--- config.mk ---
export PLATFORM = sky130hd
export DESIGN_NAME = bdb_arith
export DESIGN_NICKNAME = d
export VERILOG_FILES = /design/src/hdl/bdb_pkg.sv /design/src/hdl/bdb_arith.sv
export SDC_FILE = /design/constraint.sdc
export NUM_CORES = 2
export LEC_CHECK = 0
export BUFFER_PORTS_ARGS = -buffer_cell sky130_fd_sc_hd__buf_2
export CAP_MARGIN = 20
export CORE_MARGIN = 5
export CORE_UTILIZATION = 48
export DETAILED_ROUTE_END_ITERATION = 10
export SLEW_MARGIN = 10
export SYNTH_ARGS = -nofsm -noshare
export SYNTH_HDL_FRONTEND = slang
export SYNTH_SLANG_ARGS = --single-unit
--- constraint.sdc ---
create_clock -name clk_i -period 9.61 [get_ports clk_i]
set_input_delay 0.4805 -clock clk_i [delete_from_list [all_inputs] [get_ports clk_i]]
set_output_delay 0.4805 -clock clk_i [all_outputs]
set_load 0.005 [all_outputs]
--- src/hdl/bdb_pkg.sv ---
// ----------------------------------------------------------------------------
// bdb_pkg
// Shared types and constants of the B-spline De Boor evaluator.
// ----------------------------------------------------------------------------
package bdb_pkg;

  localparam int unsigned COORD_W    = 32;
  localparam int unsigned FRAC_W     = 16;
  localparam int unsigned CTRL_DEPTH = 64;
  localparam int unsigned DEG_MAX    = 7;
  localparam int unsigned KNOT_DEPTH = CTRL_DEPTH + DEG_MAX + 1;
  localparam int unsigned CTRL_AW    = 6;
  localparam int unsigned KNOT_AW    = 7;
  localparam int unsigned WORK_AW    = 3;
  localparam int unsigned CNT_W      = 7;

  localparam int unsigned OPA_W   = COORD_W + 1;
  localparam int unsigned OPB_W   = OPA_W + FRAC_W;
  localparam int unsigned CHUNK_W = 25;
  localparam int unsigned PROD_W  = OPA_W + OPB_W;

  typedef enum logic [1:0] {
    MODE_CTRL = 2'd0,
    MODE_KNOT = 2'd1,
    MODE_EVAL = 2'd2,
    MODE_TESS = 2'd3
  } mode_e;

  typedef enum logic [1:0] {
    CFG_DEGREE  = 2'd0,
    CFG_CONTROL = 2'd1,
    CFG_KNOTS   = 2'd2,
    CFG_SAMPLES = 2'd3
  } cfg_idx_e;

  typedef enum logic {
    AR_OP_DIV = 1'b0,
    AR_OP_MUL = 1'b1
  } arith_op_e;

  typedef struct packed {
    logic      start;
    arith_op_e op;
  } arith_req_t;

  typedef struct packed {
    logic done;
    logic busy;
  } arith_rsp_t;

endpackage

--- src/hdl/bdb_arith.sv ---
// ----------------------------------------------------------------------------
// bdb_arith
// Shared arithmetic unit: radix-2 restoring divider and a multiplier that
// builds the product from two partial products.
// ----------------------------------------------------------------------------
module bdb_arith (
  input  logic                            clk_i,
  input  logic                            rst_ni,
  input  bdb_pkg::arith_req_t             req_i,
  input  logic [bdb_pkg::OPA_W-1:0]       opa_i,
  input  logic [bdb_pkg::OPB_W-1:0]       opb_i,
  output bdb_pkg::arith_rsp_t             rsp_o,
  output logic [bdb_pkg::PROD_W-1:0]      res_o
);

  localparam int unsigned PP_W = bdb_pkg::OPA_W + bdb_pkg::CHUNK_W;
  localparam int unsigned HI_W = bdb_pkg::OPB_W - bdb_pkg::CHUNK_W;

  typedef enum logic [2:0] {
    AR_IDLE = 3'b001,
    AR_DIV  = 3'b010,
    AR_MUL  = 3'b100
  } ar_state_e;

  ar_state_e                     state_q;
  logic [5:0]                    cnt_q;
  logic                          done_q;
  bdb_pkg::arith_op_e            op_q;
  logic [bdb_pkg::OPA_W-1:0]     opa_q;
  logic [bdb_pkg::OPB_W-1:0]     opb_q;
  logic [bdb_pkg::OPB_W-1:0]     dvd_q;
  logic [bdb_pkg::OPA_W-1:0]     rem_q;
  logic [PP_W-1:0]               prod_q;
  logic [bdb_pkg::PROD_W-1:0]    acc_q;

  logic [bdb_pkg::OPA_W:0]       rem_s;
  logic                          ge;
  logic [bdb_pkg::OPA_W:0]       rem_sub;
  logic [bdb_pkg::CHUNK_W-1:0]   chunk;
  logic [PP_W-1:0]               pp;

  assign rem_s   = {rem_q, dvd_q[bdb_pkg::OPB_W-1]};
  assign ge      = rem_s >= {1'b0, opa_q};
  assign rem_sub = rem_s - {1'b0, opa_q};
  assign chunk   = (cnt_q == 6'd0) ? opb_q[bdb_pkg::CHUNK_W-1:0]
                                   : {1'b0, opb_q[bdb_pkg::OPB_W-1:bdb_pkg::CHUNK_W]};
  assign pp      = opa_q * chunk;

  always_ff @(posedge clk_i or negedge rst_ni) begin
    if (!rst_ni) begin
      state_q <= AR_IDLE;
      cnt_q   <= '0;
      done_q  <= 1'b0;
    end else begin
      done_q <= 1'b0;
      unique case (state_q)
        AR_IDLE: begin
          if (req_i.start) begin
            if (req_i.op == bdb_pkg::AR_OP_DIV) begin
              cnt_q   <= 6'(bdb_pkg::OPB_W - 1);
              state_q <= AR_DIV;
            end else begin
              cnt_q   <= 6'd0;
              state_q <= AR_MUL;
            end
          end
        end
        AR_DIV: begin
          cnt_q <= cnt_q - 6'd1;
          if (cnt_q == 6'd0) begin
            state_q <= AR_IDLE;
            done_q  <= 1'b1;
          end
        end
        AR_MUL: begin
          cnt_q <= cnt_q + 6'd1;
          if (cnt_q == 6'd2) begin
            state_q <= AR_IDLE;
            done_q  <= 1'b1;
          end
        end
        default: state_q <= AR_IDLE;
      endcase
    end
  end

  always_ff @(posedge clk_i) begin
    if (state_q == AR_IDLE && req_i.start) begin
      op_q  <= req_i.op;
      opa_q <= opa_i;
      opb_q <= opb_i;
      dvd_q <= opb_i;
      rem_q <= '0;
    end else if (state_q == AR_DIV) begin
      rem_q <= ge ? rem_sub[bdb_pkg::OPA_W-1:0] : rem_s[bdb_pkg::OPA_W-1:0];
      dvd_q <= {dvd_q[bdb_pkg::OPB_W-2:0], ge};
    end else if (state_q == AR_MUL) begin
      prod_q <= pp;
      if (cnt_q == 6'd1) begin
        acc_q <= {{(bdb_pkg::PROD_W-PP_W){1'b0}}, prod_q};
      end else if (cnt_q == 6'd2) begin
        acc_q <= acc_q + ({{(bdb_pkg::PROD_W-PP_W){1'b0}}, prod_q} << bdb_pkg::CHUNK_W);
      end
    end
  end

  assign rsp_o.done = done_q;
  assign rsp_o.busy = (state_q != AR_IDLE);
  assign res_o      = (op_q == bdb_pkg::AR_OP_DIV)
                      ? {{(bdb_pkg::PROD_W-bdb_pkg::OPB_W){1'b0}}, dvd_q} : acc_q;

endmodule

==> results.yml <==
cts:
  cts_sinks: 315
  root_buffer: "clkbuf_16"
  cts_tree: "built"
  cts_htree_levels: 2
  cts_buffer_depth: 3
  cts_inserted_buffers: 41
  clk_latency_ns: 0.62
  clk_pin_slew_ns: 0.08
logic_synthesis:
  synth_area_leaders: "fa_1 (33%), edfxtp_1 (19%), ha_1 (8.3%), inv_1 (7.2%), nand2_1 (6.0%)"
  yosys_warnings: 0
  async_reset_ff_frac: 0.0317
  syn_area_um2: 43000
  syn_inst: 4666
  ys.flop_type: "edfxtp_1"
  syn_area_per_cell_um2: 9.22
  synth_top_family_by_area: "adder cells"
  synthMuxAreaShare: 0.0258
  synth.distinct_cells: 74
  synth-seq-cells: 315
  synth_xor_area_frac: 0.0259
  synth_compound_area_frac: 0.0826
  synth_top_cell_by_area: "fa_1"
  synth-simple-area-share: 0.148
  syn-num-nets: 5750
  yosysSeqAreaShare: 0.211
  synth-edff-count: 272
  synth_top_area_share: 0.331
  synth-adder-area-share: 0.415
drt:
  dr.pass1.iters: 8
  drt-wirelength-per-cell_um: 23.4
  vias: 33300
  drtAntennaViolNets: 0
  vias_per_cell: 5.57
  routed_wl_mm: 140
  dr.first_iter.drc_count: 2763
  drc_errors: 0
cells_and_area:
  drive_gt1_frac: 0.0983
  nets: 5865
  layout_commonest_cell: "inv_1"
  layout_common_cells: "inv_1 (822), fa_1 (712), nand2_1 (691)"
  area_growth_pct: 9.37
hold_path:
  hold_path_class: "input pin to register"
  hold_start: "opa_i[10]"
setup_path:
  start_kind: "register"
  worstPathArrival_ns: 9.61
  path_common_cell: "fa_1"
  cp_slowest_cell: "fa_1"
  cp_max_fo: 19
  critical_path_required_ns: 9.93
  crit_start: "cnt_q[0]"
  reg2reg_from: "cnt_q[0]"
  worst_setup_path_end_kind: "register"
  slowest_delay_ns: 0.57
  crit_type: "register to register"
timing:
  final-max-slew-violation-count: 0
  tightestPinTransition_ns: 1.06
  setup-tns-final_ns: 0
  clock.fmax_mhz: 108
  slew_headroom: 0.291
  hold_slack_ns: 0.0376
  rsz0062_at_grt: "false"
  fin_skew_ns: 0.0450
  fin_crit_sh: 0.966
  fin_crit_ns: 9.29
  final-setup-viol-count: 0
  hold_violations: 0
floorplan:
  die_width_um: 309
  initial_core_util: 0.485
  ios: 170
  num_rows: 109
  die_area_um2: 95700
  core_um2: 88600
  die_height_um: 309
flow_run:
  maxCapViolCount: 0
global_route:
  grt_pass1_wl_mm: 213
  track_usage: 0.296
  antenna_found_initial: 4
  grt_max_degree: 78
  grt_overflow: 0
  grt_pass1_vias: 34700
status:
  status: "completed"
placement:
  gp_congestion: 0.946
  dp_hpwl_mm: 110
  port_buffers: 169
sequential cells by signal, indices dropped and copies added (netlist names):
register  cells
rem_q        33
dvd_q        49
cnt_q         6
op_q          1
prod_q       58
opa_q        33
opb_q        49
acc_q        82
done_q        1
state_q       3
repair_timing:
action,4_1_cts,5_1_grt
buffers inserted,0,5
hold endpoints to repair,9,0
endpoints found under the setup margin,0,8
hold buffers,1,0
resized for setup,0,8
cell usage after synthesis (all sizes together), types with 4 or more instances:
cell type and count:
nand2b 23, a211oi 17, and3 42, o2111ai 5
and4 6, a211o 6, inv 824, mux2 71
o31a 8, o21ai 127, nor3 21, dfrtp 9
o31ai 13, a21boi 5, clkinv 6, nor2b 23
clkbuf 212, and2 109, fa 712, xor2 46
nand2 694, edfxtp 272, a41oi 8, xnor2 81
dfxtp 33, nor2 517, nand4 25, o21bai 15
a21o 92, o21a 21, a221oi 8, mux2i 31
a31oi 21, nand3 36, nor4 4, a21oi 175
o211ai 13, buf 10, ha 286
worst max-delay path, delay by kind of cell, from the launching register on:
kind            cells  cell delay (ns)
simple gates        4             1.17
fa+ha+maj           9             4.30
compound gates      7             1.48
mux                 1             0.42
xor+xnor            1             0.10
buf+inv             6             1.10
flops               1             0.42
metal layers:
layer | share of wire | global-route usage | vias up
li1 | - | - | 14900
met1 | 0.41 | 0.404 | 16700
met2 | 0.46 | 0.481 | 1429
met3 | 0.085 | 0.0513 | 291
met4 | 0.046 | 0.110 | 2
met5 | 0.000057 | 0 | -
cell families (layout without fill, tap and decap cells):
| kind of cell | Yosys count | after routing |
|---|---|---|
| muxes | 102 | 102 |
| and+or+nand+nor | 1509 | 1509 |
| adders and majority gates | 998 | 998 |
| DFF | 315 | 315 |
| other | 0 | 5 |
| xor gates and xnor gates | 127 | 127 |
| AOI/OAI and AO/OA | 563 | 563 |
| buffers and inverters | 1052 | 1200 |
worst paths after layout:
check | to | slack, ns | cells after the start
worst max-delay path | prod_q[56] | 0.32 | 28
worst min-delay path | opa_q[10] | 0.04 | 1
worst max register to register | prod_q[56] | 0.32 | 28
worst min register to register | rem_q[6] | 0.48 | 2
max in group asynchronous | state_q[0] | 9.01 | 2
min in group asynchronous | cnt_q[3] | 0.31 | 2
area by class of cell:
type | count | area (um^2)
antenna | 5 | 12.5
sequential | 315 | 9080
clock buffer | 47 | 1050
timing repair buffer | 294 | 1870
fill | 8210 | 41600
tap | 1165 | 1460
clock inverter | 29 | 289
multi-input combinational | 3299 | 30200
inverter | 830 | 3120
through the flow:
stage          cells  cell area [um^2]  worst slack (ns)   util
6_report        5984             47000             0.324  0.531
5_1_grt         5979             47000           0.00586  0.531
4_1_cts         5974             46900             0.253  0.529
3_5_place_dp    5897             45600             0.280  0.514
3_3_place_gp    5897             45600             0.369  0.514
2_1_floorplan   4666             43000             0.989      -
Power is left out: the tool's default activity adds up to more than one toggle a clock period on the data nets, which glitch-free logic cannot reach.
